===== config.mk =====
export PLATFORM = sky130hd
export DESIGN_NAME = keypad_debounce_event_flat
export DESIGN_NICKNAME = d
export VERILOG_FILES = /design/src/rtl/kde_pkg.sv /design/src/rtl/kde_ifs.sv /design/src/rtl/kde_lane.sv /design/src/rtl/kde_merge.sv /design/src/rtl/keypad_debounce_event.sv /design/src/flat_wrapper.sv
export SDC_FILE = /design/constraint.sdc
export NUM_CORES = 1
export LEC_CHECK = 0
export BUFFER_PORTS_ARGS = -buffer_cell sky130_fd_sc_hd__buf_2
export CAP_MARGIN = 15
export CORE_MARGIN = 2
export CORE_UTILIZATION = 53
export DETAILED_ROUTE_END_ITERATION = 10
export PLACE_DENSITY = 0.72
export SYNTH_ARGS = -nofsm -noshare
export SYNTH_HDL_FRONTEND = slang
export SYNTH_SLANG_ARGS = --single-unit

===== constraint.sdc =====
create_clock -name i_clk -period 10.15 [get_ports i_clk]
set_clock_uncertainty 0.1 [all_clocks]
set_input_delay 2.03 -clock i_clk [delete_from_list [all_inputs] [get_ports i_clk]]
set_output_delay 2.03 -clock i_clk [all_outputs]
set_load 0.05 [all_outputs]

===== src/rtl/kde_pkg.sv =====
package kde_pkg;

    // Matrix size and derived key count
    localparam int ROWS    = 4;
    localparam int COLS    = 4;
    localparam int NKEYS   = ROWS * COLS;
    localparam int RAW_W   = 16;
    localparam int QUERY_W = 4;

    // Counter and register widths
    localparam int CNT_W  = 8;
    localparam int EVT_W  = 3;
    localparam int APB_AW = 3;
    localparam int APB_DW = 32;

    // Register map (word index)
    localparam logic [APB_AW-3:0] REG_DEBOUNCE_COUNT = '0;
    localparam logic [CNT_W-1:0]  DEBOUNCE_RESET     = CNT_W'(3);

    // Event codes
    localparam logic [EVT_W-1:0] EVT_NONE       = EVT_W'(0);
    localparam logic [EVT_W-1:0] EVT_UP         = EVT_W'(1);
    localparam logic [EVT_W-1:0] EVT_DOWN       = EVT_W'(2);
    localparam logic [EVT_W-1:0] EVT_START_STOP = EVT_W'(3);
    localparam logic [EVT_W-1:0] EVT_DIRECTION  = EVT_W'(4);

    // Per-key status passed from each lane to the merge stage
    typedef struct packed {
        logic next_stable;
        logic press;
    } t_lane_stat;

    // Fixed key-to-event map: column 0 of the first four rows
    function automatic logic [EVT_W-1:0] event_of(input int k);
        logic [EVT_W-1:0] evt;
        evt = EVT_NONE;
        if ((k % COLS) == 0) begin
            case (k / COLS)
                0:       evt = EVT_UP;
                1:       evt = EVT_DOWN;
                2:       evt = EVT_START_STOP;
                3:       evt = EVT_DIRECTION;
                default: evt = EVT_NONE;
            endcase
        end
        return evt;
    endfunction

endpackage


===== src/rtl/kde_ifs.sv =====
// Scan request channel
interface kde_in_if
    import kde_pkg::*;
();
    logic               valid;
    logic               ready;
    logic [RAW_W-1:0]   raw_keys;
    logic [QUERY_W-1:0] query_key;

    modport source (output valid, output raw_keys, output query_key, input ready);
    modport sink   (input valid, input raw_keys, input query_key, output ready);
endinterface

// Result channel
interface kde_out_if
    import kde_pkg::*;
();
    logic             valid;
    logic             ready;
    logic [EVT_W-1:0] key_event;
    logic             query_held;

    modport source (output valid, output key_event, output query_held, input ready);
    modport sink   (input valid, input key_event, input query_held, output ready);
endinterface


===== src/rtl/kde_lane.sv =====
module kde_lane
    import kde_pkg::*;
(
    input  logic             i_clk,
    input  logic             i_rst_n,
    input  logic             i_step,
    input  logic             i_raw,
    input  logic [CNT_W-1:0] i_debounce_count,
    output t_lane_stat       o_stat
);

    logic             r_stable;
    logic [CNT_W-1:0] r_cnt;
    logic             n_stable;
    logic [CNT_W-1:0] n_cnt;
    logic [CNT_W-1:0] cnt_inc;
    logic             press;

    // Count differing scans, saturating; take the raw value once the count is met
    always_comb begin
        cnt_inc  = (r_cnt == {CNT_W{1'b1}}) ? r_cnt : r_cnt + CNT_W'(1);
        n_stable = r_stable;
        n_cnt    = '0;
        press    = 1'b0;
        if (i_raw != r_stable) begin
            if (cnt_inc >= i_debounce_count) begin
                n_stable = i_raw;
                press    = i_raw;
            end else begin
                n_cnt = cnt_inc;
            end
        end
    end

    // Advance the key state on each accepted scan
    always_ff @(posedge i_clk) begin
        if (!i_rst_n) begin
            r_stable <= 1'b0;
            r_cnt    <= '0;
        end else if (i_step) begin
            r_stable <= n_stable;
            r_cnt    <= n_cnt;
        end
    end

    assign o_stat.next_stable = n_stable;
    assign o_stat.press       = press;

endmodule


===== src/rtl/kde_merge.sv =====
module kde_merge
    import kde_pkg::*;
(
    input  logic               i_clk,
    input  logic               i_rst_n,
    input  logic               i_load,
    input  logic               i_taken,
    input  t_lane_stat         i_stat [NKEYS],
    input  logic [QUERY_W-1:0] i_query_key,
    output logic               o_valid,
    output logic [EVT_W-1:0]   o_key_event,
    output logic               o_query_held
);

    logic             r_valid;
    logic [EVT_W-1:0] r_event;
    logic             r_held;
    logic [EVT_W-1:0] evt;
    logic             held;

    // Lowest newly pressed key with a mapped event wins
    always_comb begin
        evt = EVT_NONE;
        for (int k = NKEYS - 1; k >= 0; k--) begin
            if (i_stat[k].press && (event_of(k) != EVT_NONE)) begin
                evt = event_of(k);
            end
        end
    end

    // Select the queried key's state after this scan; out of range reads released
    always_comb begin
        held = 1'b0;
        for (int k = 0; k < NKEYS; k++) begin
            if (32'(i_query_key) == 32'(k)) begin
                held = i_stat[k].next_stable;
            end
        end
    end

    // Hold the result until taken
    always_ff @(posedge i_clk) begin
        if (!i_rst_n) begin
            r_valid <= 1'b0;
        end else if (i_load) begin
            r_valid <= 1'b1;
        end else if (i_taken) begin
            r_valid <= 1'b0;
        end
    end

    always_ff @(posedge i_clk) begin
        if (i_load) begin
            r_event <= evt;
            r_held  <= held;
        end
    end

    assign o_valid      = r_valid;
    assign o_key_event  = r_event;
    assign o_query_held = r_held;

endmodule


===== src/rtl/keypad_debounce_event.sv =====
// Debounces a 4x4 key matrix one scan per request and reports a key event and the
// debounced state of one queried key for each scan. All sixteen key lanes update in
// parallel and the merge stage registers the result, so a new scan is taken every
// cycle while the result register is free or being taken.
// A key's debounced state follows its raw bit after debounce_count consecutive
// differing scans (APB register at byte address 0, reset value 3); a newly pressed
// key in column 0 of rows 0 to 3 gives up, down, start_stop or direction, the lowest
// such key winning. Releases give no event.
module keypad_debounce_event
    import kde_pkg::*;
(
    input  logic              i_clk,
    input  logic              i_rst_n,
    kde_in_if.sink            i_scan,
    kde_out_if.source         o_result,
    input  logic              psel,
    input  logic              penable,
    input  logic              pwrite,
    input  logic [APB_AW-1:0] paddr,
    input  logic [APB_DW-1:0] pwdata,
    output logic [APB_DW-1:0] prdata,
    output logic              pready
);

    logic [CNT_W-1:0] r_debounce_count;
    logic             step;
    logic             out_valid;
    logic             reg_sel;
    t_lane_stat       stat [NKEYS];

    // Configuration register
    assign reg_sel = (paddr[APB_AW-1:2] == REG_DEBOUNCE_COUNT);
    assign pready  = 1'b1;

    always_ff @(posedge i_clk) begin
        if (!i_rst_n) begin
            r_debounce_count <= DEBOUNCE_RESET;
        end else if (psel && penable && pwrite && reg_sel) begin
            r_debounce_count <= pwdata[CNT_W-1:0];
        end
    end

    assign prdata = reg_sel ? {{(APB_DW - CNT_W){1'b0}}, r_debounce_count} : '0;

    // Accept a scan whenever the result register is empty or being drained
    assign i_scan.ready = !out_valid || o_result.ready;
    assign step         = i_scan.valid && i_scan.ready;

    // One debouncer lane per key; keys beyond the raw word read released
    for (genvar k = 0; k < NKEYS; k++) begin : g_lane
        logic raw_bit;
        if (k < RAW_W) begin : g_raw
            assign raw_bit = i_scan.raw_keys[k];
        end else begin : g_none
            assign raw_bit = 1'b0;
        end
        kde_lane u_lane (
            .i_clk            (i_clk),
            .i_rst_n          (i_rst_n),
            .i_step           (step),
            .i_raw            (raw_bit),
            .i_debounce_count (r_debounce_count),
            .o_stat           (stat[k])
        );
    end

    // Merge lane results into the registered output
    kde_merge u_merge (
        .i_clk        (i_clk),
        .i_rst_n      (i_rst_n),
        .i_load       (step),
        .i_taken      (o_result.ready),
        .i_stat       (stat),
        .i_query_key  (i_scan.query_key),
        .o_valid      (out_valid),
        .o_key_event  (o_result.key_event),
        .o_query_held (o_result.query_held)
    );

    assign o_result.valid = out_valid;

endmodule

===== src/flat_wrapper.sv =====
// flat-port wrapper written by rule: the top's interface ports become plain ports
module keypad_debounce_event_flat import kde_pkg::*;
  (i_clk, i_rst_n, psel, penable, pwrite, paddr, pwdata, prdata, pready, i_scan_valid, i_scan_raw_keys, i_scan_query_key, i_scan_ready, o_result_valid, o_result_key_event, o_result_query_held, o_result_ready);
  kde_in_if i_scan_i ();
  kde_out_if o_result_i ();
  input  logic i_clk;
  input  logic i_rst_n;
  input  logic psel;
  input  logic penable;
  input  logic pwrite;
  input  logic [APB_AW-1:0] paddr;
  input  logic [APB_DW-1:0] pwdata;
  output logic [APB_DW-1:0] prdata;
  output logic pready;
  input wire logic [$bits(i_scan_i.valid)-1:0] i_scan_valid;
  input wire logic [$bits(i_scan_i.raw_keys)-1:0] i_scan_raw_keys;
  input wire logic [$bits(i_scan_i.query_key)-1:0] i_scan_query_key;
  output wire logic [$bits(i_scan_i.ready)-1:0] i_scan_ready;
  output wire logic [$bits(o_result_i.valid)-1:0] o_result_valid;
  output wire logic [$bits(o_result_i.key_event)-1:0] o_result_key_event;
  output wire logic [$bits(o_result_i.query_held)-1:0] o_result_query_held;
  input wire logic [$bits(o_result_i.ready)-1:0] o_result_ready;
  assign i_scan_i.valid = i_scan_valid;
  assign i_scan_i.raw_keys = i_scan_raw_keys;
  assign i_scan_i.query_key = i_scan_query_key;
  assign i_scan_ready = i_scan_i.ready;
  assign o_result_valid = o_result_i.valid;
  assign o_result_key_event = o_result_i.key_event;
  assign o_result_query_held = o_result_i.query_held;
  assign o_result_i.ready = o_result_ready;
  keypad_debounce_event u_core (.i_clk(i_clk), .i_rst_n(i_rst_n), .i_scan(i_scan_i), .o_result(o_result_i), .psel(psel), .penable(penable), .pwrite(pwrite), .paddr(paddr), .pwdata(pwdata), .prdata(prdata), .pready(pready));
endmodule

Word-level counts from Yosys, hierarchy flattened. Index checks and enable logic that the tools add are counted.

Equal/unequal tests: 47. Add/subtract/negate cells: 16. Bitwise gates (word level): 1. Reductions and logical operators: 9. Multiplexer cells: 110. Magnitude comparators: 16.

Operators with widths (count): 8-bit two-way mux (49); 8-bit by 1-bit adder with 8-bit output (second input constant) (16); 8-bit == test (second input constant) (16); 8-bit greater-or-equal comparator (16); 1-bit two-way mux (58); 4-bit == test (second input constant) (8); 4-bit by 3-bit == test with 1-bit output (second input constant) (4); 1-bit inequality test (16); 4-bit by 2-bit == test with 1-bit output (second input constant) (2); 4-bit by 1-bit == test with 1-bit output (second input constant) (1); 1-bit logical AND (4); 4-bit zero test (1); 2-bit two-way mux (2); 3-bit two-way mux (1); 3-bit OR reduction (1); 2-bit nonzero test (1); 1-bit zero test (1); 1-bit logical OR (1); 1-bit inverter (1).

Output and inout port bits: 39. Bits of input ports: 62. Flip-flop bits (word level): 157. Word-level logic and storage cells: 236.

Depth between registers and ports, before layout. Gate-level depths: netlist (run 1).

Depth after elaboration: 21. Gate-level depth with buffers: 17. Depth with buffers taken out: 16.

By module. From an unflattened synthesis (run 1), not the netlist that was laid out.

Cells, all modules: 1828. Area, all modules: 14597.8 um2.

Modules (own cells, without submodules): kde_lane (cells each 108, sequential area each 180.2 um2, times used 16, area each 852.1 um2); keypad_debounce_event (cells each 72, sequential area each 160.2 um2, times used 1, area each 613.1 um2); kde_merge (cells each 28, sequential area each 140.1 um2, times used 1, area each 351.6 um2).

Worst setup path after synthesis (run 1). OpenSTA, ideal clock, no wires.

Path kind: input -> output. Start point: in paddr[2]. End point: out prdata[0]. Slack: 5.106 ns. Cell stages on the path: 2. Required time: 8.020 ns. Data arrival time: 2.914 ns. Path buffers: 1. Path through: clkbuf_1 -> nor2b_1.

Longest elaborated chain between the ends: 1.

RTL lines: from (decl) (RTL line flat_wrapper.sv:11) `input logic [APB_AW-1:0] paddr;`; 8-bit two-way mux (RTL line keypad_debounce_event.sv:43) `assign prdata = reg_sel ? {{(APB_DW - CNT_W){1'b0}}, r_debounce_count} : '0;`; to (decl) (RTL line flat_wrapper.sv:13) `output logic [APB_DW-1:0] prdata;`.

Every way passes these cells.

Final worst setup path (run 1).
Start point: in o_result_ready. End point: out i_scan_ready.

Longest elaborated chain between the ends: 1.

RTL lines: from (decl) (RTL line flat_wrapper.sv:22) `input wire logic [$bits(o_result_i.ready)-1:0] o_result_ready;`; 1-bit logical OR (RTL line keypad_debounce_event.sv:46) `assign i_scan.ready = !out_valid || o_result.ready;`; to (decl) (RTL line flat_wrapper.sv:18) `output wire logic [$bits(i_scan_i.ready)-1:0] i_scan_ready;`.

Every way passes these cells.

==> results.md, run 1 <==
- Status: finished clean
- Layout Nets: ~1,700
- Total gr overflow: 0
- Iteration-0 DRC Markers: 576
- Core ar.: approximately 0.022 mm2
- DP HPWL: between 15,000 and 20,000 um
- Mapped cell area: ~0.012 mm2
- CP Launch Type: primary input
- Primary FF master, synth: dfxtp_1
- Post-route DRC: 0
- Largest area contributor in the netlist: dfxtp_1
- Ports: around 100
- GRT Util Overall: a little under a quarter
- Max_cap viols: 0
- Max IR drop VDD: about 0.11 mV
- Number of buffers and inverters on the critical path: 2
- Detailed Route WL: 27,800 um
- FF+latch count, synth: 157
- EDFF count, synth: 4
- Top post-synthesis cells by area: dfxtp_1 25%, ha_1 15%, nand2_1 5.5%, a21boi_0 4.9%, xnor2_1 4.7%
- Worst-path cell chain: buf_2, nand2b_1, buf_2
- Initial core utilization: a little over half
- Unique masters post-synth: 63
- Clock Latency Late Sink: about 0.44 ns
- Pleak: just over 5 nW
- Layout Area Growth over Synthesis: 8.38%
- Slew Limit Fails: 0
- Clock Pin Slew Worst Setup and Hold Paths: roughly 0.060 ns
- Cts bufs inserted: 17
- Final Hold Fails: 0
- H-tree depth: 4
- Commonest non-fill, non-tap cells in the layout: 176 x nand2_1, 153 x dfxtp_1, 144 x ha_1
- CP Capture Type: output port
- Die Height: ~150 um
- Avg Cell Area, Syn: approximately 8.0 um2
- Largest delay share family, worst path: buffers and inverters
- Fmax: 213 MHz
- Die area: approximately 0.024 mm2
- CP required: 8.02 ns
- Clk buf depth: 2
- CP Max Fanout: 3
- Routed Antenna Nets: 0
- Reg2Reg Capture Point: u_core.u_merge.o_query_held$_DFFE_PP_
- Critical path class: in -> out
- Vias per inst: around 5.8
- Min Clock Period, post-route: 4.69 ns
- Sum Neg Setup Slack: 0 ns
- CP max-delay cell: buf_2
- Critical Path AT: between 2 and 3 ns
- Cell area power density: roughly 120 mW/mm2
- Commonest non-fill, non-tap cell in the layout: nand2_1
- Root buffer cell: clkbuf_16
- CTS-repair resized insts: 0
- Endpoints failing setup: 0
- First-pass GRT wire length: 46,500 um
- Worst Hold Launch: u_core.r_debounce_count[2]$_SDFFE_PN0P_
- Register area share after synthesis: between 20% and 30%
- Yosys warning total: 0
- CP Depth: 3
- DR pass1 iterations: 7
- Rows: 55
- Placed inst area: roughly 0.012 mm2
- Initial antenna violation count: 2
- Overall Power: 0.00153 W
- Max stage delay on crit path: approximately 0.29 ns
- Routability cong.: 0.811
- Worst Reg2Reg Path Length in Cells: 15
- Most used cell, CP: buf_2
- Share of cells above drive strength 1: around 8%
- HP Class: reg -> reg
- Final period utilization: between 40% and 50%
- Post-CTS Hold Buffers: 0
- Post-CTS Repair Setup Buffers: 0
- Crit path to: i_scan_ready
- Slew @ Worst Pin: roughly 1.0 ns
- Slew Limit Headroom: 30.7%
- CTS tree: built
- Design area: 0.0130 mm2
- Num Clock Sinks: ~160
- I/O Buffers: between 40 and 50
- RSZ-0062 raised after global routing: no
- Total number of vias: around 11,000
- Largest net degree at the start of global routing: 100
- Crit. Startpoint: o_result_ready
- Cells after Synth: around 1,500
- Async set or reset register ratio after synthesis: 0%
- Number of global-route vias before repair: 9,905
- Worst reg2reg startpoint: u_core.g_lane[5].u_lane.r_cnt[0]$_SDFFE_PN0P_
- Drt wl/cell: 15.2 um
- Die X: 155 um
- R2R Setup Slk: around 6 ns
- Share of the synthesized area in the top cell type: 25.5%
[through the flow]
stage | std cells | hold WS (ns) | setup slack (ns) | util [%]
after floorplan | 1523 | 0.343 | 5.11 | -
after global placement | 1796 | 0.352 | 5.37 | 55.5
after detailed placement | 1796 | 0.360 | 5.34 | 55.5
after CTS | 1828 | 0.369 | 5.45 | 58.1
after global routing | 1829 | 0.392 | 5.41 | 58.1
final | 1830 | 0.366 | 5.46 | 58.1
[worst register-to-register path, stage by stage, from the launching register on]
cell and delay [ns]:
dfxtp_1 0.35, ha_1 0.25, nand2_1 0.10, nor2_1 0.06
nand3_1 0.22, nand2b_1 0.13, or2_2 0.30, xnor2_1 0.22
ha_1 0.30, a2111oi_0 0.39, nand2_1 0.12, o22ai_1 0.44
mux2i_1 0.40, a221oi_1 0.13, a211oi_1 0.31, nor3_2 0.09
[cells by family after synthesis]
kind of cell             count (synthesis)  share of synthesized area [%]
adder cells (fa/ha/maj)                144                           15.0
AND/OR/NAND/NOR                        638                           26.5
buffers and inverters                  117                           4.44
flip-flops                             157                           26.5
XOR/XNOR                                80                           5.82
other                                    2                         0.0624
multiplexers                            30                           2.70
AO/OA/AOI/OAI                          332                           19.0
[registers in the layout, summed over array words and instances, names as in the netlist]
| signal | cells |
|---|---|
| u_core.g_lane.u_lane.r_cnt | 128 |
| u_core.g_lane.u_lane.r_stable | 16 |
| u_core.r_debounce_count | 8 |
| u_core.u_merge.o_key_event | 3 |
| u_core.u_merge.o_query_held | 1 |
| u_core.u_merge.o_valid | 1 |
[Yosys cell counts (all sizes together) (46+ instances only)]
master,count
nor2,119
a21boi,80
nand2,177
ha,144
a21oi,59
nand3,75
nor2b,57
dfxtp,153
o21ai,76
nand4,62
inv,46
xnor2,64
[final cells by class]
class	instances	area [um2]
Clock buffer	21	450
Clock inverter	11	141
Multi-Input combinational cell	1249	8410
Antenna cell	2	5.00
Tap cell	285	357
Fill cell	2041	9390
Sequential cell	157	3180
Inverter	46	173
Timing Repair Buffer	59	323
[worst min path at each step]
stage	slack [ns]	depth (start not counted)	endpoint
6_report	0.37	2	u_core.r_debounce_count[2]$_SDFFE_PN0P_
5_1_grt	0.39	2	u_core.r_debounce_count[7]$_SDFFE_PN0P_
4_1_cts	0.37	2	u_core.r_debounce_count[2]$_SDFFE_PN0P_
3_5_place_dp	0.36	2	u_core.r_debounce_count[2]$_SDFFE_PN0P_
3_3_place_gp	0.35	2	u_core.r_debounce_count[4]$_SDFFE_PN0P_
2_1_floorplan	0.34	2	u_core.r_debounce_count[2]$_SDFFE_PN0P_
[power by group]
| group | internal, W | total, W | switching (W) |
|---|---|---|---|
| clock network | 0.000392 | 0.000657 | 0.000265 |
| logic | 0.0000787 | 0.000230 | 0.000151 |
| registers | 0.000631 | 0.000644 | 0.0000125 |
[routing by layer]
| layer | wire (um) | vias up | global-route usage, % |
|---|---|---|---|
| li1 | - | 5394 | - |
| met1 | 13100 | 4923 | 29.8 |
| met2 | 13000 | 184 | 40.5 |
| met3 | 1130 | 40 | 5.16 |
| met4 | 575 | 0 | 6.88 |
| met5 | 0 | - | 0 |
No activity file was read; power rests on OpenSTA's default activity.
==> inputs of run 2 (changes only) <==
clock period = 4.8 ns   (was 10.15 ns; I/O delays follow)
==> run 2 against run 1 <==
Net effect: final area increased by 0.75%; combinational power rose by 120%; non-clock buffer count increased by 10; first-iteration DRC count up 20%; routed wire length is 3.1% higher; largest cell class unchanged; global-route usage grew 0.82 points; worst setup slack got worse by 4.7 ns; critical path type is now reg -> reg; register-to-register slack lost 5.2 ns.
==> results.md, run 2 (synthesized netlist as in run 1, its figures left out) <==
- Status: finished clean
- Die Height: 155 um (unchanged)
- Iteration-0 DRC Markers: 693 (+20%)
- Fmax: around 250 MHz
- Die area: 0.0239 mm2 (unchanged)
- Clock Pin Slew Worst Setup and Hold Paths: 0.07 ns (about the same)
- Post-route DRC: 0 (unchanged)
- Final Hold Fails: 0 (unchanged)
- Min Clock Period, post-route: roughly 4.0 ns
- GRT Util Overall: 24.4% (+0.82 points)
- Clk buf depth: 2 (unchanged)
- Share of cells above drive strength 1: 8.76% (+0.79 points)
- RSZ-0062 raised after global routing: no
- Largest register FFs: 128 (unchanged)
- Seq pwr share: 41.6% (-0.5 points)
- Pre-CTS setup slack: 0.857 ns (-4.48 ns)
- Layout Nets: 1,746 (+0.58%)
- Drt wl/cell: 15.6 um (+2.6%)
- Num Clock Sinks: 157 (unchanged)
- Overall Power: 0.00328 W (+110%)
- Rows: 55 (unchanged)
- CP Max Fanout: 7 (+4)
- Filler cells: 2,034 (-0.34%)
- Initial core utilization: 53.6% (unchanged)
- Routed Antenna Nets: 0 (unchanged)
- I/O Buffers: 49 (unchanged)
- Endpoints failing setup: 0 (unchanged)
- Slew @ Worst Pin: 0.915 ns (-0.123 ns)
- Post-CTS Repair Setup Buffers: 0 (unchanged)
- Critical path class: reg -> reg
- H-tree depth: 4 (unchanged)
- Number of global-route vias before repair: 9,826 (-0.80%)
- Final period utilization: around 84%
- Routability cong.: 0.863 (+6.4%)
- Ports: 101 (unchanged)
- Final hold slack: 0.365 ns (-0.000744 ns)
- Top reg by flops: u_core.g_lane.u_lane.r_cnt
- Clock Latency Late Sink: 0.44 ns (about the same)
- Post-CTS Hold Buffers: 0 (unchanged)
- HP Class: reg -> reg
- Detailed Route WL: 28,700 um (+3.1%)
- Layout Area Growth over Synthesis: 9.19%
- Initial antenna violation count: 2 (unchanged)
- CTS-repair resized insts: 0 (unchanged)
- Slew Limit Fails: 0 (unchanged)
- Critical Path AT: 4.10 ns (+1.54 ns)
- Commonest non-fill, non-tap cells in the layout: 176 x nand2_1, 153 x dfxtp_1, 144 x ha_1
- First-pass GRT wire length: 47,800 um (+2.6%)
- Cell Int Power: 0.00233 W (+110%)
- CTS tree: built
- DP HPWL: 20,000 um (+6.5%)
- Cell area power density: 250 mW/mm2 (+110%)
- CP required: 4.88 ns (-3.14 ns)
- Switching Share: 28.8% (+0.85 points)
- Root buffer cell: clkbuf_16
- Total gr overflow: 0 (unchanged)
- Clk pwr share: 43.3% (+0.4 points)
- Vias per inst: 5.75 (-0.17%)
- Pleak: 5.24 nW (+1.0%)
- Max_cap viols: 0 (unchanged)
- Total number of vias: 10,600 (+0.32%)
- CP Launch Type: flop
- Commonest non-fill, non-tap cell in the layout: nand2_1
- CP Capture Type: flop
- Max IR drop VDD: 0.228 mV (+110%)
- DR pass1 iterations: 5 (-2)
- Top Registers: u_core.g_lane.u_lane.r_cnt (128), u_core.g_lane.u_lane.r_stable (16), u_core.r_debounce_count (8)
- Cts bufs inserted: 17 (unchanged)
- PnR worst setup slack: 0.782 ns (-4.67 ns)
- Sum Neg Setup Slack: 0 ns (unchanged)
- Die X: 155 um (unchanged)
- Switching power: 0.000946 W (+120%)
- Core ar.: 0.0224 mm2 (unchanged)
- Combinational power share: 15.1% (about the same)
- Largest net degree at the start of global routing: 61 (-39%)
- Slew Limit Headroom: 38.5% (+7.8 points)
==> run 2: worst paths after layout <==
path	startpoint	end	slack, ns	cells past startpoint
worst max-delay path	u_core.g_lane[5].u_lane.r_cnt[0]$_SDFFE_PN0P_	u_core.u_merge.o_query_held$_DFFE_PP_	0.78	15
worst max register to register	u_core.g_lane[5].u_lane.r_cnt[0]$_SDFFE_PN0P_	u_core.u_merge.o_query_held$_DFFE_PP_	0.78	15
worst min register to register	u_core.r_debounce_count[2]$_SDFFE_PN0P_	u_core.r_debounce_count[2]$_SDFFE_PN0P_	0.37	2
worst min-delay path	u_core.r_debounce_count[2]$_SDFFE_PN0P_	u_core.r_debounce_count[2]$_SDFFE_PN0P_	0.37	2
==> run 2: critical path: stages (launching register included) <==
cell and delay, ns:
dfxtp_1 0.35, ha_1 0.25, nand2_1 0.09, nor2_1 0.06
nand3_1 0.21, nand2b_1 0.13, or2_2 0.30, xnor2_1 0.19
ha_1 0.29, a2111oi_0 0.38, nand2_1 0.10, o22ai_1 0.41
mux2i_1 0.38, a221oi_1 0.13, a211oi_1 0.32, nor3_2 0.07
==> run 2: final cells by class <==
type | instances | area [um2] | share of cell area (%)
sequential | 157 | 3180 | 24.2
tap | 285 | 357 | 2.71
multi-input combinational | 1249 | 8410 | 64.0
clock inverter | 9 | 96.3 | 0.733
timing repair buffer | 69 | 398 | 3.03
clock buffer | 23 | 520 | 3.96
inverter | 46 | 173 | 1.31
antenna | 1 | 2.50 | 0.0190
==> run 2: power by group through the flow <==
stage / clock network [W] / registers, W / logic (W)
floorplan: 0 / 0.00140 / 0.000370
detailed placement: 0 / 0.00139 / 0.000492
global route: 0.00149 / 0.00137 / 0.000549
CTS: 0.00145 / 0.00136 / 0.000497
global placement: 0 / 0.00139 / 0.000483
finish: 0.00142 / 0.00136 / 0.000496
==> run 2: metrics by stage <==
stage                     instances  instance area, um2  util, %
after floorplan                1523               12100        -
after global placement         1806               12500     55.8
after detailed placement       1806               12500     55.8
after CTS                      1838               13100     58.5
after global routing           1838               13100     58.5
final                          1839               13100     58.6
==> run 2: layer usage <==
layer	GRT usage, %	part of all wire, %	vias up	routed length (um)
met5	0	0.038	-	11
met4	7.23	2.1	2	589
met3	3.73	4.0	35	1130
met2	43.0	48	183	13700
met1	30.9	46	4949	13300
li1	-	-	5406	-
==> inputs of run 3 (changes only) <==
clock period = 3.71 ns   (was 4.8 ns; I/O delays follow)
==> run 3 against run 2 <==
Net effect: routed wire length is 6.3% higher; final cell count is 3.9% higher; via count is 4.9% higher; largest cell class unchanged; final area is 7.1% higher; sequential power is 29% higher; critical endpoint unchanged; die area stayed put; combinational power is 48% higher; count of clock-buffer cells in the layout is 1 lower.
==> results.md, run 3 (synthesized netlist as in run 1, its figures left out) <==
- Final hold slack: 0.368 ns (+0.00293 ns)
- Layout Nets: 1,818 (+4.1%)
- Clock Latency Late Sink: 0.44 ns (about the same)
- Crit. Startpoint: u_core.g_lane[10].u_lane.r_cnt[4]$_SDFFE_PN0P_
- Footprint of the multi-input gates: 0.00875 mm2 (+4.0%)
- Endpoints failing setup: 0 (unchanged)
- CP Capture Type: flop
- Die X: 155 um (unchanged)
- Share of cells above drive strength 1: 15.8% (+7.1 points)
- Worst Hold Launch: u_core.r_debounce_count[2]$_SDFFE_PN0P_
- First-pass GRT wire length: 49,500 um (+3.6%)
- Fmax: 280 MHz (+13%)
- Status: finished clean
- Vias per inst: 5.81 (+1.0%)
- Clock Pin Slew Worst Setup and Hold Paths: 0.06 ns (about the same)
- Die Height: 155 um (unchanged)
- Final Hold Fails: 0 (unchanged)
- Commonest non-fill, non-tap cells in the layout: 175 x nand2_1, 145 x dfxtp_1, 138 x ha_1
- Top reg by flops: u_core.g_lane.u_lane.r_cnt
- Initial core utilization: 53.6% (unchanged)
- Final period utilization: 96.1% (+12 points)
- Critical Path AT: 3.75 ns (-0.35 ns)
- Slew Limit Headroom: 41.9% (+3.4 points)
- Register area: 0.00319 mm2 (+0.31%)
- Max IR drop VDD: 0.290 mV (+28%)
- Detailed Route WL: 30,500 um (+6.3%)
- Clk buf depth: 2 (unchanged)
- Post-route DRC: 0 (unchanged)
- GRT Util Overall: 25.2% (+0.72 points)
- HP Class: reg -> reg
- Root buffer cell: clkbuf_16
- PnR worst setup slack: 0.144 ns (-0.638 ns)
- Initial antenna violation count: 5 (+3)
- Die area: 0.0239 mm2 (unchanged)
- Commonest non-fill, non-tap cell in the layout: nand2_1
- Largest net degree at the start of global routing: 99 (+62%)
- Worst reg2reg startpoint: u_core.g_lane[10].u_lane.r_cnt[4]$_SDFFE_PN0P_
- CP required: 3.90 ns (-0.98 ns)
- Slew @ Worst Pin: 0.871 ns (-0.0442 ns)
- Cell area power density: 313 mW/mm2 (+25%)
- Min Clock Period, post-route: 3.57 ns (-0.452 ns)
- RSZ-0062 raised after global routing: yes
- Max_cap viols: 0 (unchanged)
- Critical path class: reg -> reg
- Slew Limit Fails: 0 (unchanged)
- Total gr overflow: 0 (unchanged)
- DP HPWL: 21,300 um (+6.3%)
- Number of global-route vias before repair: 10,500 (+7.2%)
- CTS tree: built
- Routed Antenna Nets: 0 (unchanged)
- Rows: 55 (unchanged)
- Layout Area Growth over Synthesis: 16.9%
- Top Registers: u_core.g_lane.u_lane.r_cnt (128), u_core.g_lane.u_lane.r_stable (16), u_core.r_debounce_count (8)
- Pre-CTS setup slack: 0.00554 ns (-0.851 ns)
- Cts bufs inserted: 17 (unchanged)
- Routability cong.: 0.883 (+2.3%)
- CP Launch Type: flop
- Ports: 101 (unchanged)
- I/O Buffers: 49 (unchanged)
- Sum Neg Setup Slack: 0 ns (unchanged)
- Pleak: 5.64 nW (+7.6%)
- H-tree depth: 4 (unchanged)
- Num Clock Sinks: 157 (unchanged)
- Largest register FFs: 128 (unchanged)
- Drt wl/cell: 16.0 um (+2.3%)
- Core ar.: 0.0224 mm2 (unchanged)
- DR pass1 iterations: 7 (+2)
- Iteration-0 DRC Markers: 666 (-3.9%)
- CP Max Fanout: 7 (unchanged)
- Filler cells: 1,936 (-4.8%)
- Post-CTS Hold Buffers: 0 (unchanged)
- Total number of vias: 11,100 (+4.9%)
run 3: cell types whose count changed in the layout (fill, tap and decap cells not counted), sizes merged:
| cell | change |
|---|---|
| buf | +72 |
| bufinv | +4 |
| clkbuf | -1 |
| clkinv | -1 |
| clkinvlp | -3 |
| diode | +2 |
| inv | -2 |
run 3: worst paths after layout:
kind	endpoint	slack, ns	cells past startpoint
setup reg to reg	u_core.u_merge.o_query_held$_DFFE_PP_	0.14	15
hold reg to reg	u_core.r_debounce_count[2]$_SDFFE_PN0P_	0.37	2
hold / removal	u_core.r_debounce_count[2]$_SDFFE_PN0P_	0.37	2
setup / recovery	u_core.u_merge.o_query_held$_DFFE_PP_	0.14	15
run 3: cell type report:
type / instances / area share, %
Sequential cell: 157 / 22.7
Inverter: 46 / 1.23
Timing Repair Buffer: 141 / 6.88
Tap cell: 285 / 2.54
Antenna cell: 3 / 0.0534
Clock inverter: 7 / 1.17
Clock buffer: 22 / 3.23
Multi-Input combinational cell: 1249 / 62.2
run 3: where the power goes:
group / switching (W) / internal (W)
Sequential: 0.0000297 / 0.00173
Combinational: 0.000451 / 0.000284
Clock: 0.000701 / 0.00120
Total: 0.00118 / 0.00322
run 3: routing by layer:
layer  up-vias  part of all wire, %  wire, um  GRT usage [%]
met3        50                  3.8      1160           4.20
li1       5555                    -         -              -
met1      5267                   45     13700           30.9
met4         2                  2.5       776           9.79
met5         -                0.043        13              0
met2       219                   49     14900           44.0
run 3: worst max-delay path, cell delays in order (launching register included):
cell and delay (ns):
dfxtp_1 0.41, nand3_1 0.21, nor2_4 0.19, nand3_4 0.12, nand3_1 0.11, o21ai_0 0.11
inv_1 0.09, ha_1 0.24, a21o_1 0.18, a31oi_1 0.18, o21ai_1 0.11, o41ai_2 0.43
mux2_4 0.37, o41ai_2 0.38, a21oi_2 0.10, nor3_2 0.10
run 3: repair_timing:
| item | 4_1_cts | 5_1_grt |
|---|---|---|
| gates resized for setup | 5 | 75 |
| gates cloned | 0 | 0 |
| pin swaps | 1 | 20 |
| setup buffers | 0 | 13 |
| endpoints found under the setup margin | 1 | 28 |
run 3: metrics by stage:
stage	util [%]	cells	power (W)	cell area, um2
6_report	62.7	1910	0.00440	14100
5_1_grt	62.7	1908	0.00457	14100
4_1_cts	60.7	1894	0.00439	13600
3_5_place_dp	57.9	1865	0.00249	13000
3_3_place_gp	57.9	1865	0.00247	13000
2_1_floorplan	-	1523	0.00229	12100
